## src/hw/rtl/prlm_pkg.sv

```systemverilog
package prlm_pkg;

  localparam int unsigned NUM_CHANNELS_DEF = 8;
  localparam int unsigned MAX_BLOCK_DEF    = 4096;

  localparam int unsigned SAMPLE_W   = 24;
  localparam int unsigned LEVEL_W    = 24;
  localparam int unsigned CHAN_W     = 3;
  localparam int unsigned KIND_W     = 2;
  localparam int unsigned ACTIVE_W   = 4;
  localparam int unsigned CFG_IDX_W  = 8;
  localparam int unsigned CFG_DATA_W = 24;

  // bits of a squared magnitude, and of the mean of squares
  localparam int unsigned SQ_W = 2 * SAMPLE_W - 1;

  localparam logic [LEVEL_W-1:0]  THRESH_RESET = 24'h800000;
  localparam logic [ACTIVE_W-1:0] ACTIVE_RESET = 4'd8;

  typedef enum logic [KIND_W-1:0] {
    KIND_SAMPLE     = 2'd0,
    KIND_READ       = 2'd1,
    KIND_READ_CLEAR = 2'd2
  } kind_e;

  typedef enum logic [CFG_IDX_W-1:0] {
    REG_CLIP_THRESHOLD  = 8'd0,
    REG_ACTIVE_CHANNELS = 8'd1
  } cfg_reg_e;

  typedef enum logic [1:0] {
    ST_IDLE,
    ST_LOAD,
    ST_MERGE,
    ST_ROOT
  } state_e;

  typedef enum logic [1:0] {
    RT_IDLE,
    RT_DIV,
    RT_SQRT,
    RT_DONE
  } root_phase_e;

  typedef struct packed {
    logic [KIND_W-1:0]          kind;
    logic [CHAN_W-1:0]          channel;
    logic signed [SAMPLE_W-1:0] sample;
    logic                       last_of_block;
  } in_item_t;

  typedef struct packed {
    logic [LEVEL_W-1:0] peak_level;
    logic [LEVEL_W-1:0] rms_level;
    logic               clipped;
  } out_item_t;

endpackage

```

## src/hw/rtl/prlm_ram.sv

```systemverilog
module prlm_ram #(
  parameter int unsigned WIDTH = 32,
  parameter int unsigned DEPTH = 8
) (
  input  logic                                       clk_i,
  input  logic                                       we_i,
  input  logic [((DEPTH > 1) ? $clog2(DEPTH) : 1)-1:0] waddr_i,
  input  logic [WIDTH-1:0]                           wdata_i,
  input  logic                                       re_i,
  input  logic [((DEPTH > 1) ? $clog2(DEPTH) : 1)-1:0] raddr_i,
  output logic [WIDTH-1:0]                           rdata_o
);

  logic [WIDTH-1:0] mem_q [DEPTH];
  logic [WIDTH-1:0] rdata_q;

  always_ff @(posedge clk_i) begin
    if (we_i) begin
      mem_q[waddr_i] <= wdata_i;
    end
  end

  always_ff @(posedge clk_i) begin
    if (re_i) begin
      rdata_q <= mem_q[raddr_i];
    end
  end

  assign rdata_o = rdata_q;

endmodule

```

## src/hw/rtl/prlm_mean_root.sv

```systemverilog
module prlm_mean_root #(
  parameter int unsigned SUM_W = 59,
  parameter int unsigned CNT_W = 13
) (
  input  logic                          clk_i,
  input  logic                          rst_ni,
  input  logic                          start_i,
  input  logic [SUM_W-1:0]              sum_i,
  input  logic [CNT_W-1:0]              cnt_i,
  output logic                          done_o,
  output logic [prlm_pkg::SAMPLE_W-1:0] root_o
);

  localparam int unsigned QW    = prlm_pkg::SQ_W;
  localparam int unsigned RW    = prlm_pkg::SAMPLE_W;
  localparam int unsigned StepW = $clog2(QW);

  prlm_pkg::root_phase_e phase_q, phase_d;
  logic [StepW-1:0]      step_q;

  logic [CNT_W-1:0]  den_q;
  logic [CNT_W-1:0]  rem_q;
  logic [QW-1:0]     dvd_q;
  logic [2*RW-1:0]   rad_q;
  logic [RW-1:0]     root_q;
  logic [RW:0]       srem_q;

  logic [CNT_W:0]    div_sh;
  logic [CNT_W:0]    div_diff;
  logic              div_ge;
  logic [QW-1:0]     quot_next;
  logic [RW+2:0]     sq_sh;
  logic [RW+2:0]     sq_trial;
  logic [RW+2:0]     sq_diff;
  logic              sq_ge;

  // one quotient bit per cycle
  assign div_sh    = {rem_q, dvd_q[QW-1]};
  assign div_ge    = div_sh >= {1'b0, den_q};
  assign div_diff  = div_sh - {1'b0, den_q};
  assign quot_next = {dvd_q[QW-2:0], div_ge};

  // one root bit per cycle
  assign sq_sh    = {srem_q, rad_q[2*RW-1 -: 2]};
  assign sq_trial = {1'b0, root_q, 2'b01};
  assign sq_ge    = sq_sh >= sq_trial;
  assign sq_diff  = sq_sh - sq_trial;

  always_comb begin
    phase_d = phase_q;
    unique case (phase_q)
      prlm_pkg::RT_IDLE: begin
        if (start_i) begin
          phase_d = prlm_pkg::RT_DIV;
        end
      end
      prlm_pkg::RT_DIV: begin
        if (step_q == '0) begin
          phase_d = prlm_pkg::RT_SQRT;
        end
      end
      prlm_pkg::RT_SQRT: begin
        if (step_q == '0) begin
          phase_d = prlm_pkg::RT_DONE;
        end
      end
      prlm_pkg::RT_DONE: begin
        phase_d = prlm_pkg::RT_IDLE;
      end
      default: phase_d = prlm_pkg::RT_IDLE;
    endcase
  end

  assign done_o = (phase_q == prlm_pkg::RT_DONE);
  assign root_o = root_q;

  always_ff @(posedge clk_i or negedge rst_ni) begin
    if (!rst_ni) begin
      phase_q <= prlm_pkg::RT_IDLE;
      step_q  <= '0;
    end else begin
      phase_q <= phase_d;
      if (phase_q == prlm_pkg::RT_IDLE && start_i) begin
        step_q <= StepW'(QW - 1);
      end else if (phase_q == prlm_pkg::RT_DIV && step_q == '0) begin
        step_q <= StepW'(RW - 1);
      end else if (step_q != '0) begin
        step_q <= step_q - StepW'(1);
      end
    end
  end

  always_ff @(posedge clk_i) begin
    unique case (phase_q)
      prlm_pkg::RT_IDLE: begin
        if (start_i) begin
          rem_q <= CNT_W'(sum_i >> QW);
          dvd_q <= sum_i[QW-1:0];
          den_q <= cnt_i;
        end
      end
      prlm_pkg::RT_DIV: begin
        rem_q <= div_ge ? div_diff[CNT_W-1:0] : div_sh[CNT_W-1:0];
        dvd_q <= quot_next;
        if (step_q == '0) begin
          rad_q  <= (2*RW)'(quot_next);
          root_q <= '0;
          srem_q <= '0;
        end
      end
      prlm_pkg::RT_SQRT: begin
        srem_q <= sq_ge ? sq_diff[RW:0] : sq_sh[RW:0];
        root_q <= {root_q[RW-2:0], sq_ge};
        rad_q  <= {rad_q[2*RW-3:0], 2'b00};
      end
      default: begin
      end
    endcase
  end

endmodule

```

## src/hw/rtl/peak_rms_level_meter.sv

```systemverilog
// Multi-channel peak / RMS level meter. Samples and level reads enter on one
// channel; per-channel state (held peak, held block RMS, clip flag, running
// sum of squares and sample count) sits in a single-port-write RAM with
// registered read, and each sample or read-and-clear is a read-modify-write
// of its channel's entry. A sample that does not close a block, or a read,
// passes through the load and merge states before the next item can be
// taken; an ignored item (undefined kind, or a sample for an unmetered
// channel) is dropped without leaving the idle state. A read waits longer
// only while the result register still holds an untaken beat. A sample
// that closes a block adds the mean-of-squares and square-root unit:
// restoring division (one quotient bit per cycle), then square root (one
// bit per cycle), then a done state that hands back the root, before the
// next item can be taken. Entries come out of reset as zero through
// per-channel valid flags, so there is no clearing pass and items are
// taken right after reset. Configuration writes are taken in every cycle.
module peak_rms_level_meter #(
  parameter int unsigned NUM_CHANNELS = prlm_pkg::NUM_CHANNELS_DEF,
  parameter int unsigned MAX_BLOCK    = prlm_pkg::MAX_BLOCK_DEF
) (
  input  logic                            clk_i,
  input  logic                            rst_ni,
  input  logic                            cfg_valid_i,
  output logic                            cfg_ready_o,
  input  logic [prlm_pkg::CFG_IDX_W-1:0]  cfg_index_i,
  input  logic [prlm_pkg::CFG_DATA_W-1:0] cfg_data_i,
  input  logic                            in_valid_i,
  output logic                            in_ready_o,
  input  prlm_pkg::in_item_t              in_item_i,
  output logic                            out_valid_o,
  input  logic                            out_ready_i,
  output prlm_pkg::out_item_t             out_item_o
);

  localparam int unsigned ChW  = (NUM_CHANNELS > 1) ? $clog2(NUM_CHANNELS) : 1;
  localparam int unsigned CntW = $clog2(MAX_BLOCK + 1);
  localparam int unsigned SumW = prlm_pkg::SQ_W - 1 + CntW;
  localparam int unsigned LW   = prlm_pkg::LEVEL_W;

  typedef struct packed {
    logic [LW-1:0]   peak;
    logic [LW-1:0]   rms;
    logic            clip;
    logic [SumW-1:0] sum;
    logic [CntW-1:0] cnt;
  } entry_t;

  localparam int unsigned EntW = $bits(entry_t);

  prlm_pkg::state_e state_q, state_d;

  logic [LW-1:0]                 thresh_q;
  logic [prlm_pkg::ACTIVE_W-1:0] active_q;

  prlm_pkg::in_item_t          item_q;
  logic [LW-1:0]               mag_q;
  logic                        blank_q;
  logic [ChW-1:0]              addr_q;
  logic [prlm_pkg::SQ_W-1:0]   sq_q;
  logic [NUM_CHANNELS-1:0]     vld_q;
  entry_t                      ent_q;

  logic                        out_valid_q;
  prlm_pkg::out_item_t         out_item_q;

  logic [prlm_pkg::SAMPLE_W-1:0] in_raw;
  logic [LW-1:0]                 in_mag;
  logic                          in_active;
  logic                          in_is_sample;
  logic                          in_is_read;
  logic                          in_go;
  logic                          in_acc;
  logic [2*prlm_pkg::SAMPLE_W-1:0] sq_full;

  entry_t          rd_ent;
  entry_t          upd_ent;
  entry_t          close_ent;
  entry_t          clr_ent;
  entry_t          fin_ent;
  logic            cnt_ok;
  logic [SumW-1:0] sum_new;
  logic [CntW-1:0] cnt_new;
  logic            item_sample;
  logic            item_clear;
  logic            slot_free;
  logic            needs_root;

  logic            ram_we;
  logic            ram_re;
  logic [EntW-1:0] ram_wdata;
  logic [EntW-1:0] ram_rdata;
  logic            root_start;
  logic            root_done;
  logic [LW-1:0]   root_val;
  logic            ent_load;
  logic            out_load;

  // input side
  assign in_raw       = in_item_i.sample;
  assign in_mag       = in_raw[prlm_pkg::SAMPLE_W-1] ? (~in_raw + LW'(1)) : in_raw;
  assign in_active    = ({1'b0, in_item_i.channel} < active_q) &&
                        (7'(in_item_i.channel) < 7'(NUM_CHANNELS));
  assign in_is_sample = (in_item_i.kind == prlm_pkg::KIND_SAMPLE);
  assign in_is_read   = (in_item_i.kind == prlm_pkg::KIND_READ) ||
                        (in_item_i.kind == prlm_pkg::KIND_READ_CLEAR);
  assign in_go        = (in_is_sample && in_active) || in_is_read;
  assign in_acc       = in_valid_i && in_ready_o;
  assign sq_full      = mag_q * mag_q;

  // entry update
  assign rd_ent  = (!blank_q && vld_q[addr_q]) ? entry_t'(ram_rdata) : '0;
  assign cnt_ok  = rd_ent.cnt < CntW'(MAX_BLOCK);
  assign sum_new = cnt_ok ? (rd_ent.sum + SumW'(sq_q)) : rd_ent.sum;
  assign cnt_new = cnt_ok ? (rd_ent.cnt + CntW'(1)) : rd_ent.cnt;

  always_comb begin
    upd_ent      = rd_ent;
    upd_ent.peak = (mag_q > rd_ent.peak) ? mag_q : rd_ent.peak;
    upd_ent.clip = rd_ent.clip | (mag_q >= thresh_q);
    upd_ent.sum  = sum_new;
    upd_ent.cnt  = cnt_new;

    close_ent     = upd_ent;
    close_ent.sum = '0;
    close_ent.cnt = '0;

    clr_ent      = rd_ent;
    clr_ent.peak = '0;
    clr_ent.rms  = '0;
    clr_ent.clip = 1'b0;

    fin_ent     = ent_q;
    fin_ent.rms = (root_val > ent_q.rms) ? root_val : ent_q.rms;
    fin_ent.sum = '0;
    fin_ent.cnt = '0;
  end

  assign item_sample = (item_q.kind == prlm_pkg::KIND_SAMPLE);
  assign item_clear  = (item_q.kind == prlm_pkg::KIND_READ_CLEAR);
  assign slot_free   = !out_valid_q || out_ready_i;
  assign needs_root  = item_q.last_of_block && (cnt_new != '0);

  always_comb begin
    state_d = state_q;
    unique case (state_q)
      prlm_pkg::ST_IDLE: begin
        if (in_valid_i && in_go) begin
          state_d = prlm_pkg::ST_LOAD;
        end
      end
      prlm_pkg::ST_LOAD: begin
        state_d = prlm_pkg::ST_MERGE;
      end
      prlm_pkg::ST_MERGE: begin
        if (item_sample) begin
          state_d = needs_root ? prlm_pkg::ST_ROOT : prlm_pkg::ST_IDLE;
        end else if (slot_free) begin
          state_d = prlm_pkg::ST_IDLE;
        end
      end
      prlm_pkg::ST_ROOT: begin
        if (root_done) begin
          state_d = prlm_pkg::ST_IDLE;
        end
      end
      default: state_d = prlm_pkg::ST_IDLE;
    endcase
  end

  always_comb begin
    in_ready_o = 1'b0;
    ram_re     = 1'b0;
    ram_we     = 1'b0;
    ram_wdata  = upd_ent;
    root_start = 1'b0;
    ent_load   = 1'b0;
    out_load   = 1'b0;
    unique case (state_q)
      prlm_pkg::ST_IDLE: begin
        in_ready_o = 1'b1;
        ram_re     = in_valid_i && in_go;
      end
      prlm_pkg::ST_LOAD: begin
      end
      prlm_pkg::ST_MERGE: begin
        if (item_sample) begin
          if (needs_root) begin
            root_start = 1'b1;
            ent_load   = 1'b1;
          end else begin
            ram_we    = 1'b1;
            ram_wdata = item_q.last_of_block ? close_ent : upd_ent;
          end
        end else if (slot_free) begin
          out_load  = 1'b1;
          ram_we    = item_clear && !blank_q;
          ram_wdata = clr_ent;
        end
      end
      prlm_pkg::ST_ROOT: begin
        ram_we    = root_done;
        ram_wdata = fin_ent;
      end
      default: begin
      end
    endcase
  end

  always_ff @(posedge clk_i or negedge rst_ni) begin
    if (!rst_ni) begin
      state_q     <= prlm_pkg::ST_IDLE;
      thresh_q    <= prlm_pkg::THRESH_RESET;
      active_q    <= prlm_pkg::ACTIVE_RESET;
      vld_q       <= '0;
      out_valid_q <= 1'b0;
    end else begin
      state_q     <= state_d;
      out_valid_q <= out_load || (out_valid_q && !out_ready_i);
      if (ram_we) begin
        vld_q[addr_q] <= 1'b1;
      end
      if (cfg_valid_i) begin
        unique case (cfg_index_i)
          prlm_pkg::REG_CLIP_THRESHOLD:  thresh_q <= cfg_data_i[LW-1:0];
          prlm_pkg::REG_ACTIVE_CHANNELS: active_q <= cfg_data_i[prlm_pkg::ACTIVE_W-1:0];
          default: begin
          end
        endcase
      end
    end
  end

  always_ff @(posedge clk_i) begin
    if (in_acc) begin
      item_q  <= in_item_i;
      mag_q   <= in_mag;
      blank_q <= !in_active;
      addr_q  <= ChW'(in_item_i.channel);
    end
    if (state_q == prlm_pkg::ST_LOAD) begin
      sq_q <= sq_full[prlm_pkg::SQ_W-1:0];
    end
    if (ent_load) begin
      ent_q <= upd_ent;
    end
    if (out_load) begin
      out_item_q.peak_level <= rd_ent.peak;
      out_item_q.rms_level  <= rd_ent.rms;
      out_item_q.clipped    <= rd_ent.clip;
    end
  end

  prlm_ram #(
    .WIDTH (EntW),
    .DEPTH (NUM_CHANNELS)
  ) u_state_ram (
    .clk_i   (clk_i),
    .we_i    (ram_we),
    .waddr_i (addr_q),
    .wdata_i (ram_wdata),
    .re_i    (ram_re),
    .raddr_i (ChW'(in_item_i.channel)),
    .rdata_o (ram_rdata)
  );

  prlm_mean_root #(
    .SUM_W (SumW),
    .CNT_W (CntW)
  ) u_mean_root (
    .clk_i   (clk_i),
    .rst_ni  (rst_ni),
    .start_i (root_start),
    .sum_i   (sum_new),
    .cnt_i   (cnt_new),
    .done_o  (root_done),
    .root_o  (root_val)
  );

  assign cfg_ready_o = 1'b1;
  assign out_valid_o = out_valid_q;
  assign out_item_o  = out_item_q;

  a_root_done_in_root: assert property (@(posedge clk_i) disable iff (!rst_ni)
    root_done |-> (state_q == prlm_pkg::ST_ROOT))
    else $error("root unit finished outside of block close");

  a_no_overwrite_result: assert property (@(posedge clk_i) disable iff (!rst_ni)
    out_load |-> (!out_valid_q || out_ready_i))
    else $error("result register overwritten before its beat was taken");

  a_no_read_write_overlap: assert property (@(posedge clk_i) disable iff (!rst_ni)
    !(ram_we && ram_re))
    else $error("state ram read and written in the same cycle");

  a_root_start_on_close: assert property (@(posedge clk_i) disable iff (!rst_ni)
    root_start |-> (state_q == prlm_pkg::ST_MERGE && item_q.last_of_block && !blank_q))
    else $error("root unit started without a closing sample");

  a_write_marks_valid: assert property (@(posedge clk_i) disable iff (!rst_ni)
    ram_we |=> vld_q[$past(addr_q)])
    else $error("written entry not marked valid");

endmodule
```

## config.mk

```make
export PLATFORM = sky130hd
export DESIGN_NAME = peak_rms_level_meter
export DESIGN_NICKNAME = d
export VERILOG_FILES = /design/src/hw/rtl/prlm_pkg.sv /design/src/hw/rtl/prlm_ram.sv /design/src/hw/rtl/prlm_mean_root.sv /design/src/hw/rtl/peak_rms_level_meter.sv
export SDC_FILE = /design/constraint.sdc
export NUM_CORES = 2
export LEC_CHECK = 0
export ABC_AREA = 1
export BUFFER_PORTS_ARGS = -buffer_cell sky130_fd_sc_hd__buf_4
export CAP_MARGIN = 20
export CORE_MARGIN = 1.5
export CORE_UTILIZATION = 39
export CTS_CLUSTER_DIAMETER = 200
export DETAILED_ROUTE_END_ITERATION = 12
export PLACE_DENSITY_LB_ADDON = 0.1
export SLEW_MARGIN = 20
export SYNTH_ARGS = -nofsm -noshare
export SYNTH_HDL_FRONTEND = slang
export SYNTH_SLANG_ARGS = --single-unit
```

## constraint.sdc

```tcl
create_clock -name clk_i -period 9.8 [get_ports clk_i]
set_input_delay 0.98 -clock clk_i [delete_from_list [all_inputs] [get_ports clk_i]]
set_output_delay 0.98 -clock clk_i [all_outputs]
set_load 0.05 [all_outputs]
```

-- Word level (Yosys, flattened, before mapping)
Memories as Yosys holds them, arrays and structs flattened. A register that Yosys moved wholly into a read port is not among the register bits.
Cells that the tools add are included.
- flip-flop bits (word level): 393
- bits in writable memories: 968
- input bits: 67
- memories: 1
- memories (name ; depth ; width ; read ports ; clocked after Yosys merged registers in ; write ports ; RTL line ; source):
    u_state_ram.mem_q ; 8 ; 121 ; 1 ; 1 ; 1 ; prlm_ram.sv:14 ; logic [WIDTH-1:0] mem_q [DEPTH];
- $add $sub $neg: 6
- $mul: 1
- magnitude comparators: 9
- eq/ne operators: 16
- muxes and demuxes: 54
- bitwise gates (word level): 3
- reduce and logical (&&, ||, !) cells: 36
- operators with widths (cell ; number):
    $mux 121 ; 3
    $pmux 121 s2 ; 1
    $mux 72 ; 2
    $pmux 48 s2 ; 1
    $pmux 47 s2 ; 1
    $mux 24 ; 3
    $add 59x47->59 ; 1
    $mux 59 ; 1
    $mux 25 ; 2
    $pmux 25 s2 ; 1
    $gt 24x24->1 ; 2
    $mux 48 ; 1
    $pmux 24 s2 ; 1
    $mul 24x24->47 ; 1
    $mux 47 ; 1
    $mux 13 ; 3
    $ge 27x26->1 ; 1
    $pmux 13 s2 ; 1
    $sub 25x25->25 ; 1
    $add 24x1->24 const B ; 1
    $ge 24x24->1 ; 1
    $not 24->24 ; 1
    $mux 23 ; 1
    $mux 6 ; 3
    other kinds (34) ; 90

-- Longest topological paths before layout
- word-level depth: 13
- gate-level depth with buffers: 32
- gate-level depth less buffers: 29

-- Cells and area by module
Synthesis repeated with hierarchy kept, for this count alone.
- cell total of the unflattened synthesis: 10111
- area, all modules: 90718.3 µm²
- modules (own cells, without submodules) (module ; times used ; cells each ; area each (µm²)):
    prlm_ram ; 1 ; 4321 ; 45975.3
    peak_rms_level_meter ; 1 ; 4526 ; 34416.8
    prlm_mean_root ; 1 ; 1264 ; 10326.2

-- Worst setup path before layout
Ideal clock, no wire load.
- path type: register to register
- from: register u_mean_root.phase_q[0]
- to: register u_mean_root.rad_q[0] (enable)
- arrival: 7.905 ns
- data required time: 9.113 ns
- slack: 1.208 ns
- cell stages (with the launch flop): 6
- path buffers: 1
- period minus slack after synthesis: 8.592 ns
- cells stage by stage: dfrtp_1 inv_1 ha_1 clkbuf_1 inv_1 o21ai_0
- cells in the longest elaborated chain, start to end: 3
- elaborated cells between the ends (all ways): 5
- those cells by class: eq/ne: 3; reduce/logical: 2
- ends and longest elaborated chain (what ; RTL line ; source):
    start, declared ; prlm_mean_root.sv:18 ; prlm_pkg::root_phase_e phase_q, phase_d;
    start signal, assigned ; prlm_mean_root.sv:79 ; phase_q <= prlm_pkg::RT_IDLE;
    start signal, assigned ; prlm_mean_root.sv:82 ; phase_q <= phase_d;
    $eq 2x1->1 / $eq 2x2->1 (equally long branches) ; prlm_mean_root.sv:94 ; unique case (phase_q)
    $ne 2x2->1 (no source line) / $reduce_bool 2->1 (equally long branches) ; - ;
    $reduce_and 2->1 (no source line) * ; - ;
    end signal, assigned ; prlm_mean_root.sv:106 ; rad_q <= (2*RW)'(quot_next);
    end signal, assigned ; prlm_mean_root.sv:114 ; rad_q <= {rad_q[2*RW-3:0], 2'b00};
    end, declared ; prlm_mean_root.sv:24 ; logic [2*RW-1:0] rad_q;
Every way passes the cells marked *; elsewhere a longest branch is shown, timed or not.
A chain may end at the register's enable or synchronous reset.

-- Worst setup path after layout
- from: register mag_q[0]
- to: register sq_q[37] in the netlist's numbering, data pin
- cells in the longest elaborated chain, start to end: 1
- ends and longest elaborated chain (what ; RTL line ; source):
    start, declared ; peak_rms_level_meter.sv:55 ; logic [LW-1:0] mag_q;
    start signal, assigned ; peak_rms_level_meter.sv:235 ; mag_q <= in_mag;
    $mul 24x24->47 ; peak_rms_level_meter.sv:107 ; assign sq_full = mag_q * mag_q;
    net sq_full, one bit ; peak_rms_level_meter.sv:72 ; logic [2*prlm_pkg::SAMPLE_W-1:0] sq_full;
    end signal, assigned ; peak_rms_level_meter.sv:240 ; sq_q <= sq_full[prlm_pkg::SQ_W-1:0];
    end, declared ; peak_rms_level_meter.sv:58 ; logic [prlm_pkg::SQ_W-1:0] sq_q;
The timed path passes the listed nets, and every way through them passes these cells.

==> impl_metrics.yaml <==
status:
  status: "finished clean"
yosys:
  synthCells: 8357
  synth_ff_type: "edfxtp_1"
  synth_cell_types: 62
  ys.warnings.count: 0
  synth_fp_nets: 9196
  synth_seq_cells: 1481
  async_flop_share: 0.0317
  ys_seq_area_frac: 0.524
  synth_edf_count: 1434
  avgSynthCellArea_um2: 10.1
  synthesis.area_mm2: 0.0844
timing:
  fin_setup_tns_ns: 0
  slew_viol_final: 0
  finalClockSkew_ns: 0.0475
  fmax_mhz: 137
  rsz0062_at_grt: "false"
  period_share: 0.743
  setup_viol: 0
  period_minus_slack_ns: 7.28
  hold_viol: 0
  slew_headroom: 0.284
  worst_pin_slew_ns: 1.06
setup_path:
  startpoint_type: "flip-flop"
  criticalPathCategory: "reg2reg"
  slowest_delay_ns: 0.85
  reg2reg_from: "mag_q[0]"
  crit_path_end_kind: "flip-flop"
  r2r_cells: 28
  reg2reg_setup_slack_ns: 2.52
  r2r_end: "sq_q[37]"
  crit_top_cell: "inv_1"
  worst_ep_required_time_ns: 10.35
  critical-path-slowest-cell: "edfxtp_1"
  critPathMaxFanout: 18
  worstPathArrival_ns: 7.84
route:
  drt-initial-drc-count: 4386
  drc: 0
  drt_wl_total_mm: 252
  wire_per_inst_um: 22.2
  avgViaCountPerCell: 5.21
  firstDrtPassIters: 6
  via_count: 59100
  ant_nets: 0
layout:
  syn_to_final_growth_pct: 11.2
  nets: 9211
  fillers: 20600
  drive_gt1_frac: 0.0657
  final_area_mm2: 0.0939
grt:
  first_global_vias: 59200
  antenna_found_initial: 15
  grt_start_max_net_pins: 187
  grt_usage: 0.229
  grt_overflow_total: 0
  grt_first_pass_wirelength_mm: 376
job:
  cap_viol_max_count: 0
clock_tree:
  clk_pin_slew_ns: 0.06
  clock_latency_ns: 0.82
  post-cts-setup-buffer-count: 0
  cts_made_buffers: 167
  cts_buffer_depth: 3
  cts_tree: "yes"
  cts_root_buf: "clkbuf_16"
  cts_sinks: 1481
  cts_max_level: 4
die:
  die_h_um: 468
  dieArea_mm2: 0.219
  chipWidth_um: 468
  rows: 170
  io_pins: 119
  fp.coreArea_mm2: 0.215
  start_util: 0.393
placed_design:
  place_area_mm2: 0.0884
  io_buffers: 117
  dp_hpwl_mm: 164
  place_congestion: 0.921
worst_hold_path:
  min_from: "in_item_i[0]"
  hold_path.class: "in2reg"
  hold_depth: 1
  min_to: "item_q[0]"
[per-stage QoR]
step,setup WS (ns),hold slack (ns),instances,util
6_report,2.52,0.343,11400,0.437
5_1_grt,2.02,0.299,11300,0.437
3_3_place_gp,1.84,0.439,11000,0.411
2_1_floorplan,1.21,0.422,8357,-
4_1_cts,2.46,0.279,11300,0.437
3_5_place_dp,2.47,0.444,11000,0.411
[registers in the layout, summed over array words and instances (netlist names), 6 cells and up]
name	cells
ent_q	49
mag_q	24
out_item_o	49
sq_q	46
thresh_q	24
u_mean_root.den_q	13
u_mean_root.dvd_q	47
u_mean_root.rad_q	48
u_mean_root.rem_q	13
u_mean_root.root_o	24
u_mean_root.srem_q	25
u_mean_root.step_q	6
u_state_ram.mem_q	968
u_state_ram.rdata_o	121
vld_q	8
[layer usage]
layer,GRT usage,part of all wire,vias to the layer above
met2,0.367,0.46,1645
met4,0.0770,0.033,12
met1,0.315,0.45,29200
met5,0,0.00031,-
li1,-,-,27900
met3,0.0369,0.058,383
[logic make-up (layout without fill, tap and decap cells)]
| family | after synthesis | in the layout | share of synthesized area |
|---|---|---|---|
| flops | 1481 | 1481 | 0.524 |
| other cells | 1 | 6 | 0.0000444 |
| compound gates | 1572 | 1572 | 0.102 |
| mux | 20 | 20 | 0.00267 |
| xor+xnor | 124 | 124 | 0.0130 |
| fa+ha+maj | 772 | 772 | 0.153 |
| simple gates | 2747 | 2747 | 0.131 |
| buf+inv | 1640 | 1790 | 0.0736 |
[cell type report]
cell class                 instances  area [µm²]  share of cell area
clock inverter                    95        1000              0.0107
clock buffer                     209        4430              0.0472
sequential                      1481       44200               0.471
antenna                            5        12.5            0.000133
tap                             2838        3550              0.0378
timing repair buffer             207        1740              0.0186
multi-input combinational       5236       34000               0.362
inverter                        1279        4860              0.0518
[worst max-delay path, delay by kind of cell (launching register included)]
family | cells | cell delay, ns
AOI/OAI and AO/OA | 5 | 1.12
xor gates and xnor gates | 1 | 0.08
adders and majority gates | 8 | 3.92
buffers and inverters | 9 | 0.51
DFF | 1 | 0.85
and+or+nand+nor | 5 | 0.58
[cells in the mapped netlist (28+ instances only)]
master | number | area, µm²
o21a_1 | 37 | 278
nand2_1 | 1240 | 4650
xnor2_1 | 55 | 482
nor3_1 | 42 | 210
a31oi_1 | 144 | 901
o22ai_1 | 125 | 782
o21ai_0 | 871 | 4360
xor2_1 | 68 | 596
nand4_1 | 44 | 275
buf_1 | 32 | 120
a21oi_1 | 280 | 1400
dfrtp_1 | 45 | 1130
nor2_1 | 1144 | 4290
clkbuf_1 | 314 | 1180
ha_1 | 340 | 4250
nand3_1 | 194 | 971
inv_1 | 1263 | 4740
or2_2 | 28 | 175
edfxtp_1 | 1434 | 43100
fa_1 | 432 | 8650
[timing repair]
| action | in CTS | in global routing |
|---|---|---|
| gates resized for setup | 0 | 0 |
| endpoints found under the hold margin | 10 | 0 |
| hold buffers | 1 | 0 |
[layout by cell type (no fill, tap or decap), types with 37 or more instances in the layout]
cell type | synthesis | final
a31oi_1 | 144 | 144
dfrtp_1 | 45 | 45
a21oi_1 | 280 | 280
o22ai_1 | 125 | 125
fa_1 | 432 | 432
o21ai_0 | 871 | 867
xnor2_1 | 55 | 55
edfxtp_1 | 1434 | 1434
nor2_1 | 1144 | 1137
nand4_1 | 44 | 44
nand2_1 | 1240 | 1240
nand3_1 | 194 | 193
o21a_1 | 37 | 37
clkbuf_16 | 0 | 170
nor3_1 | 42 | 42
buf_4 | 4 | 190
ha_1 | 340 | 339
xor2_1 | 68 | 68
inv_1 | 1263 | 1254
[worst max-delay path by stage]
stage	slack (ns)	start	to
after floorplan	1.21	u_mean_root.phase_q[0]	u_mean_root.rad_q[0]
after global placement	1.84	mag_q[4]	sq_q[37]
after detailed placement	2.47	mag_q[7]	sq_q[37]
after CTS	2.46	mag_q[7]	sq_q[37]
after global routing	2.02	mag_q[0]	sq_q[37]
final	2.52	mag_q[0]	sq_q[37]
Power is not shown: default switching activity piles up to over one toggle a cycle in this logic, so the estimate is an artifact.
